[src/design/fbp_pkg.sv]
`default_nettype none
// ----------------------------------------------------------------------------
// fbp_pkg: shared types and constants for the FEN-to-bitboard parser
// Character codes, square constants, parse phases and the state and result
// records that pass between the step logic, the result register and the top.
// ----------------------------------------------------------------------------
package fbp_pkg;

  localparam int BoardW  = 64;
  localparam int SqW     = 8;
  localparam int CharW   = 8;
  localparam int NBoards = 8;

  localparam logic [SqW-1:0] PlaceStart = 8'd56;
  localparam logic [SqW-1:0] SlashStep  = 8'd16;

  // castling rights squares
  localparam int SqWhiteKing  = 62;
  localparam int SqWhiteQueen = 58;
  localparam int SqBlackKing  = 6;
  localparam int SqBlackQueen = 2;

  // board slots
  localparam logic [2:0] BrdPawn   = 3'd0;
  localparam logic [2:0] BrdKnight = 3'd1;
  localparam logic [2:0] BrdBishop = 3'd2;
  localparam logic [2:0] BrdRook   = 3'd3;
  localparam logic [2:0] BrdQueen  = 3'd4;
  localparam logic [2:0] BrdKing   = 3'd5;
  localparam logic [2:0] BrdWhite  = 3'd6;
  localparam logic [2:0] BrdBlack  = 3'd7;

  // characters
  localparam logic [CharW-1:0] ChNul   = 8'h00;
  localparam logic [CharW-1:0] ChSpace = 8'h20;
  localparam logic [CharW-1:0] ChDash  = 8'h2D;
  localparam logic [CharW-1:0] ChSlash = 8'h2F;
  localparam logic [CharW-1:0] ChZero  = 8'h30;
  localparam logic [CharW-1:0] ChNine  = 8'h39;
  localparam logic [CharW-1:0] ChUpB   = 8'h42;
  localparam logic [CharW-1:0] ChUpK   = 8'h4B;
  localparam logic [CharW-1:0] ChUpN   = 8'h4E;
  localparam logic [CharW-1:0] ChUpP   = 8'h50;
  localparam logic [CharW-1:0] ChUpQ   = 8'h51;
  localparam logic [CharW-1:0] ChUpR   = 8'h52;
  localparam logic [CharW-1:0] ChLoA   = 8'h61;
  localparam logic [CharW-1:0] ChLoB   = 8'h62;
  localparam logic [CharW-1:0] ChLoK   = 8'h6B;
  localparam logic [CharW-1:0] ChLoN   = 8'h6E;
  localparam logic [CharW-1:0] ChLoP   = 8'h70;
  localparam logic [CharW-1:0] ChLoQ   = 8'h71;
  localparam logic [CharW-1:0] ChLoR   = 8'h72;
  localparam logic [CharW-1:0] ChLoW   = 8'h77;

  // rank '1' sits at row 7, so row = 56 - rank_char when scaled by 8
  localparam logic signed [11:0] EpRowBase  = 12'sd56;

  typedef enum logic [2:0] {
    PH_IDLE,
    PH_PLACE,
    PH_SIDE,
    PH_SKIP,
    PH_CFIRST,
    PH_CASTLE,
    PH_EP,
    PH_EPRANK
  } phase_e;

  typedef struct packed {
    phase_e                         phase;
    logic [SqW-1:0]                 sq;
    logic [NBoards-1:0][BoardW-1:0] boards;
    logic [BoardW-1:0]              castle;
    logic                           side;
    logic [CharW-1:0]               file;
  } state_t;

  typedef struct packed {
    logic [NBoards-1:0][BoardW-1:0] boards;
    logic [BoardW-1:0]              castle;
    logic [BoardW-1:0]              passant;
    logic                           white_moves;
    logic                           status;
  } result_t;

endpackage
`default_nettype wire

[src/design/fbp_in_if.sv]
`default_nettype none
// ----------------------------------------------------------------------------
// fbp_in_if: character channel
// One position-string character per transfer, with the start flag.
// ----------------------------------------------------------------------------
interface fbp_in_if import fbp_pkg::*; ();
  logic             valid;
  logic             ready;
  logic [CharW-1:0] char_code;
  logic             start_flag;

  modport source (output valid, output char_code, output start_flag, input ready);
  modport sink   (input valid, input char_code, input start_flag, output ready);
endinterface
`default_nettype wire

[src/design/fbp_out_if.sv]
`default_nettype none
// ----------------------------------------------------------------------------
// fbp_out_if: bitboard result channel
// One parsed position per transfer: piece, colour, castling and en passant
// boards with the side to move and the parse status.
// ----------------------------------------------------------------------------
interface fbp_out_if import fbp_pkg::*; ();
  logic              valid;
  logic              ready;
  logic [BoardW-1:0] pawn_board;
  logic [BoardW-1:0] knight_board;
  logic [BoardW-1:0] bishop_board;
  logic [BoardW-1:0] rook_board;
  logic [BoardW-1:0] queen_board;
  logic [BoardW-1:0] king_board;
  logic [BoardW-1:0] white_board;
  logic [BoardW-1:0] black_board;
  logic [BoardW-1:0] castle_board;
  logic [BoardW-1:0] passant_board;
  logic              white_moves;
  logic              parse_status;

  modport source (
    output valid, input ready,
    output pawn_board, output knight_board, output bishop_board, output rook_board,
    output queen_board, output king_board, output white_board, output black_board,
    output castle_board, output passant_board, output white_moves, output parse_status
  );
  modport sink (
    input valid, output ready,
    input pawn_board, input knight_board, input bishop_board, input rook_board,
    input queen_board, input king_board, input white_board, input black_board,
    input castle_board, input passant_board, input white_moves, input parse_status
  );
endinterface
`default_nettype wire

[src/design/fbp_step.sv]
`default_nettype none
// ----------------------------------------------------------------------------
// fbp_step: per-character parse logic
// Takes the current parser state and one character, gives the next state
// and, when the string finishes, the result record.
// ----------------------------------------------------------------------------
module fbp_step import fbp_pkg::*; (
  input  state_t           state_i,
  input  logic [CharW-1:0] char_i,
  input  logic             start_i,
  output state_t           state_o,
  output logic             res_valid_o,
  output result_t          res_o
);

  state_t                 st;
  state_t                 nxt;
  logic                   is_piece;
  logic [2:0]             kind;
  logic [2:0]             colour;
  logic [BoardW-1:0]      sq_bit;
  logic signed [11:0]     ep_idx;
  logic                   ep_ok;
  logic [BoardW-1:0]      ep_bit;
  logic                   emit;
  logic                   status;
  logic [BoardW-1:0]      passant;

  // piece letter decode
  always_comb begin
    is_piece = 1'b1;
    kind     = BrdPawn;
    colour   = BrdBlack;
    unique case (char_i)
      ChLoP:   kind = BrdPawn;
      ChLoN:   kind = BrdKnight;
      ChLoB:   kind = BrdBishop;
      ChLoR:   kind = BrdRook;
      ChLoQ:   kind = BrdQueen;
      ChLoK:   kind = BrdKing;
      ChUpP:   begin kind = BrdPawn;   colour = BrdWhite; end
      ChUpN:   begin kind = BrdKnight; colour = BrdWhite; end
      ChUpB:   begin kind = BrdBishop; colour = BrdWhite; end
      ChUpR:   begin kind = BrdRook;   colour = BrdWhite; end
      ChUpQ:   begin kind = BrdQueen;  colour = BrdWhite; end
      ChUpK:   begin kind = BrdKing;   colour = BrdWhite; end
      default: is_piece = 1'b0;
    endcase
  end

  // en passant square from file char and rank char
  always_comb begin
    ep_idx = ((EpRowBase - $signed({4'b0000, char_i})) <<< 3)
             + $signed({4'b0000, state_i.file})
             - $signed({4'b0000, ChLoA});
    ep_ok  = !ep_idx[11] && (ep_idx[10:6] == 5'd0);
    ep_bit = ep_ok ? (BoardW'(1) << ep_idx[5:0]) : '0;
  end

  always_comb begin
    st = state_i;
    if (start_i) begin
      st.phase  = PH_PLACE;
      st.sq     = PlaceStart;
      st.boards = '0;
      st.castle = '0;
      st.side   = 1'b0;
      st.file   = '0;
    end
    sq_bit  = BoardW'(1) << st.sq[5:0];
    nxt     = st;
    emit    = 1'b0;
    status  = 1'b0;
    passant = '0;

    unique case (st.phase)
      PH_IDLE: begin
      end
      PH_PLACE: begin
        if (char_i == ChNul) begin
          emit   = 1'b1;
          status = 1'b1;
        end else if (char_i == ChSpace) begin
          nxt.phase = PH_SIDE;
        end else if (char_i == ChSlash) begin
          nxt.sq = st.sq - SlashStep;
        end else if (char_i >= ChZero && char_i <= ChNine) begin
          nxt.sq = st.sq + (char_i - ChZero);
        end else begin
          // squares beyond the board take no bit but still advance
          if (is_piece && st.sq[7:6] == 2'b00) begin
            nxt.boards[kind]   = st.boards[kind] | sq_bit;
            nxt.boards[colour] = st.boards[colour] | sq_bit;
          end
          nxt.sq = st.sq + 8'd1;
        end
      end
      PH_SIDE: begin
        if (char_i == ChNul) begin
          emit   = 1'b1;
          status = 1'b1;
        end else if (char_i != ChSpace) begin
          nxt.side  = (char_i == ChLoW);
          nxt.phase = PH_SKIP;
        end
      end
      PH_SKIP: begin
        if (char_i == ChNul) begin
          emit   = 1'b1;
          status = 1'b1;
        end else begin
          nxt.phase = PH_CFIRST;
        end
      end
      PH_CFIRST, PH_CASTLE: begin
        if (char_i == ChNul) begin
          emit   = 1'b1;
          status = 1'b1;
        end else if (char_i == ChSpace || (char_i == ChDash && st.phase == PH_CFIRST)) begin
          nxt.phase = PH_EP;
        end else begin
          unique case (char_i)
            ChUpK:   nxt.castle[SqWhiteKing]  = 1'b1;
            ChUpQ:   nxt.castle[SqWhiteQueen] = 1'b1;
            ChLoK:   nxt.castle[SqBlackKing]  = 1'b1;
            ChLoQ:   nxt.castle[SqBlackQueen] = 1'b1;
            default: ;
          endcase
          nxt.phase = PH_CASTLE;
        end
      end
      PH_EP: begin
        if (char_i == ChNul) begin
          emit   = 1'b1;
          status = 1'b1;
        end else if (char_i == ChDash) begin
          emit = 1'b1;
        end else if (char_i != ChSpace) begin
          nxt.file  = char_i;
          nxt.phase = PH_EPRANK;
        end
      end
      PH_EPRANK: begin
        emit    = 1'b1;
        passant = ep_bit;
      end
      default: ;
    endcase

    if (emit) begin
      nxt.phase = PH_IDLE;
    end

    state_o             = nxt;
    res_valid_o         = emit;
    res_o.boards        = st.boards;
    res_o.castle        = st.castle;
    res_o.passant       = passant;
    res_o.white_moves   = st.side;
    res_o.status        = status;
  end

endmodule
`default_nettype wire

[src/design/fbp_out_buf.sv]
`default_nettype none
// ----------------------------------------------------------------------------
// fbp_out_buf: result register
// Holds one finished position until the sink takes it.
// ----------------------------------------------------------------------------
module fbp_out_buf import fbp_pkg::*; (
  input  logic          clk_i,
  input  logic          rst_ni,
  input  logic          load_i,
  input  result_t       res_i,
  fbp_out_if.source     out_o
);

  logic    valid_q;
  logic    valid_d;
  result_t res_q;

  always_comb begin
    valid_d = valid_q;
    if (out_o.ready) begin
      valid_d = 1'b0;
    end
    if (load_i) begin
      valid_d = 1'b1;
    end
  end

  always_ff @(posedge clk_i or negedge rst_ni) begin
    if (!rst_ni) begin
      valid_q <= 1'b0;
    end else begin
      valid_q <= valid_d;
    end
  end

  always_ff @(posedge clk_i) begin
    if (load_i) begin
      res_q <= res_i;
    end
  end

  assign out_o.valid         = valid_q;
  assign out_o.pawn_board    = res_q.boards[BrdPawn];
  assign out_o.knight_board  = res_q.boards[BrdKnight];
  assign out_o.bishop_board  = res_q.boards[BrdBishop];
  assign out_o.rook_board    = res_q.boards[BrdRook];
  assign out_o.queen_board   = res_q.boards[BrdQueen];
  assign out_o.king_board    = res_q.boards[BrdKing];
  assign out_o.white_board   = res_q.boards[BrdWhite];
  assign out_o.black_board   = res_q.boards[BrdBlack];
  assign out_o.castle_board  = res_q.castle;
  assign out_o.passant_board = res_q.passant;
  assign out_o.white_moves   = res_q.white_moves;
  assign out_o.parse_status  = res_q.status;

endmodule
`default_nettype wire

[src/design/fen_to_bitboard_parser.sv]
`default_nettype none
// ----------------------------------------------------------------------------
// fen_to_bitboard_parser: streaming position-string to bitboard parser
// Feed a position string on in_i, one character per transfer; raise
// start_flag on the first character to clear the boards and begin a string.
// The placement field fills the piece and colour boards, then the side
// letter, castling field and en passant square are read. A result transfer
// leaves on out_o when the en passant field is done (parse_status 0) or when
// a NUL arrives earlier (parse_status 1). Characters outside a string are
// dropped without a result.
// The parser state updates at the edge that takes each character; a result
// is valid on out_o the cycle after its last character is taken, and one
// character per cycle is sustained while out_o is drained.
// in_i.ready is low only while a result sits in the output register and the
// sink holds out_o.ready low; the result is then held unchanged.
// Reset leaves the parser idle, waiting for a start flag, with all boards
// cleared and the output register empty.
// ----------------------------------------------------------------------------
module fen_to_bitboard_parser import fbp_pkg::*; (
  input  logic      clk_i,
  input  logic      rst_ni,
  fbp_in_if.sink    in_i,
  fbp_out_if.source out_o
);

  state_t  state_q;
  state_t  state_d;
  result_t res;
  logic    res_valid;
  logic    in_acc;

  assign in_i.ready = !out_o.valid || out_o.ready;
  assign in_acc     = in_i.valid && in_i.ready;

  fbp_step u_step (
    .state_i     (state_q),
    .char_i      (in_i.char_code),
    .start_i     (in_i.start_flag),
    .state_o     (state_d),
    .res_valid_o (res_valid),
    .res_o       (res)
  );

  always_ff @(posedge clk_i or negedge rst_ni) begin
    if (!rst_ni) begin
      state_q.phase  <= PH_IDLE;
      state_q.sq     <= PlaceStart;
      state_q.boards <= '0;
      state_q.castle <= '0;
      state_q.side   <= 1'b0;
      state_q.file   <= '0;
    end else if (in_acc) begin
      state_q <= state_d;
    end
  end

  fbp_out_buf u_out_buf (
    .clk_i  (clk_i),
    .rst_ni (rst_ni),
    .load_i (in_acc && res_valid),
    .res_i  (res),
    .out_o  (out_o)
  );

`ifndef ASSERT_OFF
  a_idle_no_result: assert property (@(posedge clk_i) disable iff (!rst_ni)
    (in_acc && !in_i.start_flag && state_q.phase == PH_IDLE) |-> !res_valid)
    else $error("result raised for a character outside a string");

  a_result_goes_idle: assert property (@(posedge clk_i) disable iff (!rst_ni)
    (in_acc && res_valid) |=> (state_q.phase == PH_IDLE))
    else $error("parser not idle after a result");

  a_passant_single: assert property (@(posedge clk_i) disable iff (!rst_ni)
    out_o.valid |-> $onehot0(out_o.passant_board))
    else $error("more than one en passant bit");

  a_stall_blocks_input: assert property (@(posedge clk_i) disable iff (!rst_ni)
    (out_o.valid && !out_o.ready) |-> !in_i.ready)
    else $error("input taken while a result is stalled");
`endif

endmodule
`default_nettype wire

[src/flat_wrapper.sv]
// flat-port wrapper written by rule: the top's interface ports become plain ports
module fen_to_bitboard_parser_flat import fbp_pkg::*;
  (clk_i, rst_ni, in_i_valid, in_i_char_code, in_i_start_flag, in_i_ready, out_o_valid, out_o_ready, out_o_pawn_board, out_o_knight_board, out_o_bishop_board, out_o_rook_board, out_o_queen_board, out_o_king_board, out_o_white_board, out_o_black_board, out_o_castle_board, out_o_passant_board, out_o_white_moves, out_o_parse_status);
  fbp_in_if in_i_i ();
  fbp_out_if out_o_i ();
  input  logic clk_i;
  input  logic rst_ni;
  input wire logic [$bits(in_i_i.valid)-1:0] in_i_valid;
  input wire logic [$bits(in_i_i.char_code)-1:0] in_i_char_code;
  input wire logic [$bits(in_i_i.start_flag)-1:0] in_i_start_flag;
  output wire logic [$bits(in_i_i.ready)-1:0] in_i_ready;
  output wire logic [$bits(out_o_i.valid)-1:0] out_o_valid;
  input wire logic [$bits(out_o_i.ready)-1:0] out_o_ready;
  output wire logic [$bits(out_o_i.pawn_board)-1:0] out_o_pawn_board;
  output wire logic [$bits(out_o_i.knight_board)-1:0] out_o_knight_board;
  output wire logic [$bits(out_o_i.bishop_board)-1:0] out_o_bishop_board;
  output wire logic [$bits(out_o_i.rook_board)-1:0] out_o_rook_board;
  output wire logic [$bits(out_o_i.queen_board)-1:0] out_o_queen_board;
  output wire logic [$bits(out_o_i.king_board)-1:0] out_o_king_board;
  output wire logic [$bits(out_o_i.white_board)-1:0] out_o_white_board;
  output wire logic [$bits(out_o_i.black_board)-1:0] out_o_black_board;
  output wire logic [$bits(out_o_i.castle_board)-1:0] out_o_castle_board;
  output wire logic [$bits(out_o_i.passant_board)-1:0] out_o_passant_board;
  output wire logic [$bits(out_o_i.white_moves)-1:0] out_o_white_moves;
  output wire logic [$bits(out_o_i.parse_status)-1:0] out_o_parse_status;
  assign in_i_i.valid = in_i_valid;
  assign in_i_i.char_code = in_i_char_code;
  assign in_i_i.start_flag = in_i_start_flag;
  assign in_i_ready = in_i_i.ready;
  assign out_o_valid = out_o_i.valid;
  assign out_o_i.ready = out_o_ready;
  assign out_o_pawn_board = out_o_i.pawn_board;
  assign out_o_knight_board = out_o_i.knight_board;
  assign out_o_bishop_board = out_o_i.bishop_board;
  assign out_o_rook_board = out_o_i.rook_board;
  assign out_o_queen_board = out_o_i.queen_board;
  assign out_o_king_board = out_o_i.king_board;
  assign out_o_white_board = out_o_i.white_board;
  assign out_o_black_board = out_o_i.black_board;
  assign out_o_castle_board = out_o_i.castle_board;
  assign out_o_passant_board = out_o_i.passant_board;
  assign out_o_white_moves = out_o_i.white_moves;
  assign out_o_parse_status = out_o_i.parse_status;
  fen_to_bitboard_parser u_core (.clk_i(clk_i), .rst_ni(rst_ni), .in_i(in_i_i), .out_o(out_o_i));
endmodule
[config.mk]
export PLATFORM = sky130hd
export DESIGN_NAME = fen_to_bitboard_parser_flat
export DESIGN_NICKNAME = d
export VERILOG_FILES = /design/src/design/fbp_pkg.sv /design/src/design/fbp_in_if.sv /design/src/design/fbp_out_if.sv /design/src/design/fbp_step.sv /design/src/design/fbp_out_buf.sv /design/src/design/fen_to_bitboard_parser.sv /design/src/flat_wrapper.sv
export SDC_FILE = /design/constraint.sdc
export NUM_CORES = 2
export LEC_CHECK = 0
export ABC_CLOCK_PERIOD_IN_PS = 33200
export BUFFER_PORTS_ARGS = -buffer_cell sky130_fd_sc_hd__buf_4
export CORE_MARGIN = 2
export CORE_UTILIZATION = 54
export DETAILED_ROUTE_END_ITERATION = 16
export GPL_TIMING_DRIVEN = 0
export MAX_ROUTING_LAYER = met4
export PLACE_DENSITY = 0.75
export SYNTH_ARGS = -nofsm -noshare
export SYNTH_HDL_FRONTEND = slang
export SYNTH_SLANG_ARGS = --single-unit
[constraint.sdc]
create_clock -name clk_i -period 33.2 [get_ports clk_i]
set_clock_uncertainty 0.15 [all_clocks]
set_input_delay 4.98 -clock clk_i [delete_from_list [all_inputs] [get_ports clk_i]]
set_output_delay 4.98 -clock clk_i [all_outputs]
set_load 0.02 [all_outputs]
Yosys cells after proc, flatten, opt, wreduce, memory -nomap -nowiden
Cells that the tools add are included.
{"block": "classes", "add_sub_neg": 7, "magnitude_cmp": 6, "eq_ne": 24, "shift": 2, "n_mux": 62, "bitwise": 2, "n_reduce_logical": 27}
{"operator": "2-to-1 mux 512 bit", "count": 3}
{"operator": "2-to-1 mux 520 bit", "count": 2}
{"operator": "bitwise mux 512 bit", "count": 2}
{"operator": "2-to-1 mux 596 bit", "count": 1}
{"operator": "2-to-1 mux 523 bit", "count": 1}
{"operator": "binary-select mux 64 bit (select 3 bit)", "count": 2}
{"operator": "demux 64 bit (select 3 bit)", "count": 2}
{"operator": "2-to-1 mux 64 bit", "count": 4}
{"operator": "bitwise OR 64 bit", "count": 2}
{"operator": "left shift 1 x 6 -> 64 bit (first input constant)", "count": 2}
{"operator": "equality test 8 x 7 -> 1 bit (second input constant)", "count": 13}
{"operator": "2-to-1 mux 8 bit", "count": 6}
{"operator": "one-hot mux 3 bit (5 select lines)", "count": 2}
{"operator": "2-to-1 mux 3 bit", "count": 9}
{"operator": "2-to-1 mux 1 bit", "count": 26}
{"operator": "equality test 8 x 6 -> 1 bit (second input constant)", "count": 3}
{"operator": "adder 12 x 9 -> 12 bit", "count": 1}
{"operator": "equality test 3 bit (second input constant)", "count": 4}
{"operator": "OR reduction 12 bit", "count": 1}
{"operator": "OR reduction 2 bit", "count": 6}
{"operator": "OR reduction 6 bit", "count": 2}
{"operator": "subtractor 12 x 8 -> 12 bit (second input constant)", "count": 1}
{"operator": "subtractor 6 x 8 -> 9 bit (first input constant)", "count": 1}
{"operator": "adder 8 x 1 -> 8 bit (second input constant)", "count": 1}
{"operator": "other kinds (21)", "count": 33}
{"block": "totals", "register_bits": 1239, "input_bits": 13, "out_inout_bits": 644, "wordCells": 156}

Depth between registers and ports, before layout
{"block": "depth", "depth_word": 16, "ltp_mapped": 18, "depth_no_buf": 15}

Modules after synthesis
A second synthesis with hierarchy kept.
{"block": "unflattened", "hier_cells": 4749, "hier_area_um2": 59862.4}
{"mod": "fen_to_bitboard_parser", "n_inst": 1, "cells_each": 1261, "area_each_um2": 23950.5, "seq_area_each_um2": 14918.1}
{"mod": "fbp_out_buf", "n_inst": 1, "cells_each": 645, "area_each_um2": 19314.8, "seq_area_each_um2": 19303.5}
{"mod": "fbp_step", "n_inst": 1, "cells_each": 2843, "area_each_um2": 16597.2, "seq_area_each_um2": 0.0}

Worst setup path before layout
No wires, ideal clock.
{"block": "synth_path", "path_kind": "input -> register", "startpoint": "in in_i_char_code[0]", "endpoint": "reg u_core.u_out_buf.res_q (netlist bit u_core.u_out_buf.out_o.bishop_board[0]), enable pin", "setup_time_ps": 1668, "arrival_ps": 33133, "required_time_ps": 31382, "slack_ps": -1750, "stages": 8, "path_cell_list": "inv_1 -> ha_1 -> or4b_4 -> nor3_2 -> nand2b_1 -> a21oi_1 -> o22ai_1 -> nor2_1"}
{"block": "synth_via", "elab_chain_len": 5, "elab_cells_between_ends": 7, "cone_classes": "eq/ne: 1; mux: 4; reduce/logical: 2"}
{"item": "start: declaration", "line": "flat_wrapper.sv:9", "rtl": "input wire logic [$bits(in_i_i.char_code)-1:0] in_i_char_code;"}
{"item": "equality test 8 x 6 -> 1 bit", "line": "fbp_step.sv:136", "rtl": "end else if (char_i == ChDash) begin"}
{"item": "2-to-1 mux 1 bit", "line": "fbp_step.sv:136"}
{"item": "2-to-1 mux 1 bit", "line": "fbp_step.sv:133", "rtl": "if (char_i == ChNul) begin"}
{"item": "one-hot mux 1 bit (3 select lines) (*)", "line": "fbp_step.sv:76", "rtl": "unique case (st.phase)"}
{"item": "logical AND 1 bit (*)", "line": "fen_to_bitboard_parser.sv:60", "rtl": ".load_i (in_acc && res_valid),"}
{"item": "named net u_core.u_out_buf.load_i", "line": "fbp_out_buf.sv:9", "rtl": "input logic load_i,"}
{"item": "end signal: assignment", "line": "fbp_out_buf.sv:38", "rtl": "res_q <= res_i;"}
{"item": "end: declaration", "line": "fbp_out_buf.sv:16", "rtl": "result_t res_q;"}
The timed path passes the listed nets; every way through them passes the cells marked *.
A chain may end at the register's enable or synchronous reset.

Final worst setup path
{"block": "layout_path", "startpoint": "in in_i_start_flag", "endpoint": "reg u_core.state_q[592] (netlist bit)"}
{"block": "layout_via", "elab_chain_len": 7, "elab_cells_between_ends": 10, "cone_classes": "add/sub: 3; eq/ne: 1; mux: 6"}
{"item": "start: declaration", "line": "flat_wrapper.sv:10", "rtl": "input wire logic [$bits(in_i_i.start_flag)-1:0] in_i_start_flag;"}
{"item": "2-to-1 mux 596 bit (*)", "line": "fbp_step.sv:62", "rtl": "if (start_i) begin"}
{"item": "adder 8 x 1 -> 8 bit or adder 8 bit (tied branches)", "line": "fbp_step.sv:95, fbp_step.sv:88"}
{"item": "2-to-1 mux 8 bit", "line": "fbp_step.sv:87", "rtl": "end else if (char_i >= ChZero && char_i <= ChNine) begin"}
{"item": "2-to-1 mux 8 bit", "line": "fbp_step.sv:85", "rtl": "end else if (char_i == ChSlash) begin"}
{"item": "2-to-1 mux 520 bit", "line": "fbp_step.sv:83", "rtl": "end else if (char_i == ChSpace) begin"}
{"item": "2-to-1 mux 523 bit", "line": "fbp_step.sv:80", "rtl": "if (char_i == ChNul) begin"}
{"item": "2-to-1 mux 520 bit (*)", "line": "fbp_step.sv:76"}
{"item": "end signal: assignment", "line": "fen_to_bitboard_parser.sv:53", "rtl": "state_q <= state_d;"}
{"item": "end: declaration", "line": "fen_to_bitboard_parser.sv:26", "rtl": "state_t state_q;"}
Mark *: on every way between the ends. The rest lies on a longest branch, timed or not.

==> impl_results.html <==
<table>
<tr><th>Metric</th><th>Value</th></tr>
<tr><th colspan="2">Synthesis</th></tr>
<tr><td>Main synth FF type</td><td>sky130_fd_sc_hd__edfxtp_1</td></tr>
<tr><td>Library cell with the highest instance count after synthesis</td><td>sky130_fd_sc_hd__edfxtp_1</td></tr>
<tr><td>Cell types with the largest area share after synthesis</td><td>sky130_fd_sc_hd__edfxtp_1, sky130_fd_sc_hd__dfrtp_1, sky130_fd_sc_hd__nor2b_1, sky130_fd_sc_hd__a22o_1, sky130_fd_sc_hd__nand2_1</td></tr>
<tr><td>Top cell type by total area after synthesis</td><td>sky130_fd_sc_hd__edfxtp_1</td></tr>
<tr><td>Post-synth EDFFs</td><td>642</td></tr>
<tr><td>FFs w/ async S/R, synth</td><td>48.2%</td></tr>
<tr><td>Leading post-synthesis cells by instance count</td><td>sky130_fd_sc_hd__edfxtp_1, sky130_fd_sc_hd__dfrtp_1, sky130_fd_sc_hd__nor2b_1, sky130_fd_sc_hd__nand2_1, sky130_fd_sc_hd__a22o_1</td></tr>
<tr><td>Synthesized net count</td><td>4,098</td></tr>
<tr><td>Area share of the leading cell type in the synthesized netlist</td><td>37.1%</td></tr>
<tr><td>Portion of the post-synthesis area used by sequential elements</td><td>65.9%</td></tr>
<tr><td>Post-Syn Area</td><td>0.0519 mm2</td></tr>
<tr><td>Synthesis Warnings</td><td>0</td></tr>
<tr><td>Flip-flop and latch count after synthesis</td><td>1,239</td></tr>
<tr><td>Instance count of the mapped netlist</td><td>4,041</td></tr>
<tr><td>Avg Synthesized Cell Area</td><td>12.8 um2</td></tr>
<tr><td>Number of distinct library cells after synthesis</td><td>96</td></tr>
<tr><th colspan="2">Timing</th></tr>
<tr><td>Final worst-path setup slack</td><td>22,540 ps</td></tr>
<tr><td>Setup-violating endpoint count in the final report</td><td>0</td></tr>
<tr><td>Setup repair after global routing missed its margin</td><td>no</td></tr>
<tr><td>Final period demand of the worst path</td><td>10,660 ps</td></tr>
<tr><td>Worst relative slew slack</td><td>12.3%</td></tr>
<tr><td>Final number of hold-violating endpoints</td><td>0</td></tr>
<tr><td>Final-layout setup total negative slack</td><td>0 ps</td></tr>
<tr><td>Worst hold margin</td><td>307 ps</td></tr>
<tr><td>Pins over their slew limit</td><td>0</td></tr>
<tr><td>Highest Clock Rate</td><td>93.8 MHz</td></tr>
<tr><td>Period utilization</td><td>32.1%</td></tr>
<tr><td>Worst Tran Pin Value</td><td>1300 ps</td></tr>
<tr><th colspan="2">Worst hold path</th></tr>
<tr><td>Hold Crit Endpoint</td><td>u_core.state_q[520]$_DFFE_PN0P_</td></tr>
<tr><td>Instance count along the most critical hold path</td><td>2</td></tr>
<tr><td>Origin of the worst min-delay path</td><td>u_core.state_q[520]$_DFFE_PN0P_</td></tr>
<tr><td>Class of the most critical hold timing path</td><td>register to register</td></tr>
<tr><th colspan="2">Setup path</th></tr>
<tr><td>Delay contributed by the slowest stage of the critical path</td><td>850 ps</td></tr>
<tr><td>R2R Setup Slk</td><td>29,180 ps</td></tr>
<tr><td>Critical-path cell list</td><td>buf_4 -&gt; buf_2 -&gt; buf_4 -&gt; buf_2 -&gt; clkbuf_1 -&gt; buf_2 -&gt; buf_4 -&gt; buf_2 -&gt; clkbuf_1 -&gt; or2_2 -&gt; ha_1 -&gt; ha_1 -&gt; a21o_1 -&gt; a21oi_1 -&gt; o21bai_1 -&gt; a21oi_1 -&gt; xnor2_1 -&gt; o21ai_0 -&gt; a32o_1</td></tr>
<tr><td>Type of the worst setup path</td><td>input port to register</td></tr>
<tr><td>Setup crit start kind</td><td>input port</td></tr>
<tr><td>Worst r2r src</td><td>u_core.u_out_buf.out_o.valid$_DFFE_PN0P_</td></tr>
<tr><td>Largest fanout on the critical path</td><td>10</td></tr>
<tr><td>Number of cell instances on the worst register-to-register path</td><td>10</td></tr>
<tr><td>Capture point of the worst reg-to-reg path</td><td>u_core.u_out_buf.out_o.king_board[28]$_DFFE_PP_</td></tr>
<tr><td>Endpoint kind of the worst setup timing path</td><td>register</td></tr>
<tr><td>Arrival time at the worst endpoint</td><td>11,130 ps</td></tr>
<tr><td>Buffer and inverter count on the worst path</td><td>9</td></tr>
<tr><td>Crit path max-delay cell type</td><td>sky130_fd_sc_hd__clkbuf_1</td></tr>
<tr><td>Required @ worst endpoint</td><td>33,680 ps</td></tr>
<tr><td>Most repeated library cell on the critical path</td><td>sky130_fd_sc_hd__buf_2</td></tr>
<tr><td>Crit path max-delay family</td><td>buffers and inverters</td></tr>
<tr><th colspan="2">Route</th></tr>
<tr><td>Antenna-violating nets left</td><td>0</td></tr>
<tr><td>Detailed Route Iter0 Violations</td><td>6,023</td></tr>
<tr><td>Avg Vias per Cell</td><td>6.35</td></tr>
<tr><td>Via Count</td><td>39,600</td></tr>
<tr><td>Post-Route WL</td><td>198 mm</td></tr>
<tr><td>DR pass1 iterations</td><td>8</td></tr>
<tr><td>DRC violation count after routing</td><td>0</td></tr>
<tr><td>Mean routed wirelength per cell</td><td>31.7 um</td></tr>
<tr><th colspan="2">Power and ir drop</th></tr>
<tr><td>Post-layout total power</td><td>3200 uW</td></tr>
<tr><td>Leakage</td><td>0.0265 uW</td></tr>
<tr><td>Power per cell area</td><td>50.7 mW/mm2</td></tr>
<tr><td>Max VDD drop</td><td>0.0000420 V</td></tr>
<tr><th colspan="2">Clock tree</th></tr>
<tr><td>Clock sink count</td><td>1,239</td></tr>
<tr><td>TritonCTS clock tree</td><td>done</td></tr>
<tr><td>Worst-path clk slew</td><td>70 ps</td></tr>
<tr><td>Number of CTS-inserted buffers</td><td>121</td></tr>
<tr><td>Cell at the root of the clock tree</td><td>sky130_fd_sc_hd__clkbuf_16</td></tr>
<tr><td>Post-cts sizing count</td><td>0</td></tr>
<tr><td>Number of buffers inserted for hold repair after clock tree synthesis</td><td>0</td></tr>
<tr><td>Clk_lat worst skew</td><td>750 ps</td></tr>
<tr><td>Setup repair bufs after CTS</td><td>0</td></tr>
<tr><td>Worst-case clock buffer depth</td><td>3</td></tr>
<tr><td>H-tree level count</td><td>3</td></tr>
<tr><th colspan="2">Floorplanning</th></tr>
<tr><td>Number of standard-cell rows in the floorplan</td><td>113</td></tr>
<tr><td>Number of top-level design ports</td><td>657</td></tr>
<tr><td>Die Area</td><td>0.0986 mm2</td></tr>
<tr><td>Core area</td><td>0.0952 mm2</td></tr>
<tr><td>Die W</td><td>314 um</td></tr>
<tr><td>Die Height</td><td>314 um</td></tr>
<tr><td>Starting utilization of the core area</td><td>54.5%</td></tr>
<tr><th colspan="2">Global routing</th></tr>
<tr><td>Gr ovfl total</td><td>0</td></tr>
<tr><td>Initial antenna violation count</td><td>17</td></tr>
<tr><td>All-layer global routing usage</td><td>40.7%</td></tr>
<tr><td>Via count of the first global-routing pass</td><td>36,900</td></tr>
<tr><td>Largest net degree at the start of global routing</td><td>124</td></tr>
<tr><td>Global-route wire length before repair</td><td>274 mm</td></tr>
<tr><th colspan="2">Run status</th></tr>
<tr><td>Status</td><td>completed</td></tr>
<tr><th colspan="2">Finish</th></tr>
<tr><td>Fin cells</td><td>6,230</td></tr>
<tr><td>Area added between synthesis and finish</td><td>21.5%</td></tr>
<tr><td>Layout cells sized above 1</td><td>21.0%</td></tr>
<tr><td>Final #Nets</td><td>4,902</td></tr>
<tr><th colspan="2">Job</th></tr>
<tr><td>Maximum capacitance violations</td><td>0</td></tr>
<tr><th colspan="2">Placed design</th></tr>
<tr><td>Gpl congestion</td><td>1.02</td></tr>
<tr><td>Cell count after placement</td><td>5,987</td></tr>
<tr><td>Place WS</td><td>22,090 ps</td></tr>
<tr><td>Port buffer count</td><td>654</td></tr>
<tr><td>DP HPWL</td><td>147 mm</td></tr>
</table>
state kept, by name, indices dropped and copies added, names as in the netlist:
signal / count
u_core.u_out_buf.out_o.valid: 1
u_core.u_out_buf.out_o.bishop_board: 64
u_core.state_q: 596
u_core.u_out_buf.out_o.passant_board: 64
u_core.u_out_buf.out_o.castle_board: 64
u_core.u_out_buf.out_o.pawn_board: 64
u_core.u_out_buf.out_o.parse_status: 1
u_core.u_out_buf.out_o.black_board: 64
u_core.u_out_buf.out_o.white_moves: 1
u_core.u_out_buf.out_o.queen_board: 64
u_core.u_out_buf.out_o.king_board: 64
u_core.u_out_buf.out_o.knight_board: 64
u_core.u_out_buf.out_o.white_board: 64
u_core.u_out_buf.out_o.rook_board: 64
placed cells by master, fill, tap and decap left out, drive strengths merged, types with 13 or more instances in the layout:
cell type    n
nor4        20
ha          42
o2bb2ai     98
xnor2       16
a211o       16
nor2       143
a221o       44
nand2      346
o22ai       43
a221oi      14
a21oi       60
or3         15
nand2b      14
o21ai      248
nor2b      580
and2        71
a22o       229
inv         54
mux2i      102
edfxtp     642
clkbuf     350
clkinv      37
nand3       46
a22oi       14
buf        788
and3        14
a211oi      34
and4        27
dfrtp      594
a21o        13
nor3        64
o32ai       15
layer usage:
metal | up-vias | global-route usage (%) | part of all wire [%]
met2 | 2836 | 57.9 | 44
met4 | 0 | 19.6 | 5.5
met1 | 19800 | 53.7 | 38
met3 | 478 | 12.1 | 13
li1 | 16400 | - | -
met5 | - | - | 0
worst reg2reg max path: stages, from the launching register on:
cell	delay, ps
sky130_fd_sc_hd__dfrtp_1	390
sky130_fd_sc_hd__nand2b_1	140
sky130_fd_sc_hd__nand2_1	220
sky130_fd_sc_hd__clkbuf_1	350
sky130_fd_sc_hd__clkbuf_1	430
sky130_fd_sc_hd__nor2_4	710
sky130_fd_sc_hd__buf_12	300
sky130_fd_sc_hd__buf_12	230
sky130_fd_sc_hd__buf_12	240
sky130_fd_sc_hd__buf_12	250
sky130_fd_sc_hd__buf_12	290
metrics by stage:
step	utilization, %	instance area, um2
after floorplan	-	51900
after global placement	61.4	58400
after global routing	66.3	63100
final	66.3	63100
after detailed placement	62.0	59000
after CTS	66.2	63000
final cells by class:
class / count / area, um2
tap: 1265 / 1580
clock buffer: 171 / 3440
clock inverter: 60 / 589
inverter: 47 / 176
sequential: 1239 / 34200
fill: 7109 / 32100
antenna: 12 / 30.0
timing repair buffer: 681 / 5510
buffer: 286 / 1250
multi-input combinational: 2469 / 16300
worst max-delay path by stage:
stage / from / to / cells after the start
final: in_i_start_flag / u_core.state_q[592]$_DFFE_PN0P_ / 19
after CTS: out_o_ready / in_i_ready / 3
after detailed placement: in_i_start_flag / u_core.state_q[592]$_DFFE_PN0P_ / 19
after floorplan: in_i_char_code[0] / u_core.u_out_buf.out_o.bishop_board[0]$_DFFE_PP_ / 8
after global placement: in_i_start_flag / u_core.u_out_buf.out_o.pawn_board[32]$_DFFE_PP_ / 8
after global routing: out_o_ready / in_i_ready / 3
cells by family (layout without fill, tap and decap cells):
| kind of cell | after synthesis | count (layout) | synth area share [%] |
|---|---|---|---|
| compound gates | 919 | 919 | 13.4 |
| buf+inv | 333 | 1245 | 2.75 |
| simple gates | 1382 | 1382 | 14.5 |
| mux | 103 | 103 | 2.01 |
| other cells | 0 | 12 | 0 |
| flops | 1239 | 1239 | 65.9 |
| xor+xnor | 21 | 21 | 0.354 |
| fa+ha+maj | 44 | 44 | 1.09 |
power breakdown:
part           total (uW)  switching [uW]  internal (uW)
registers            1620            7.41           1610
logic                 177             136           40.4
clock network        1400             610            788
total                3200             753           2440
Note: power is estimated with default switching activity, not from simulation.
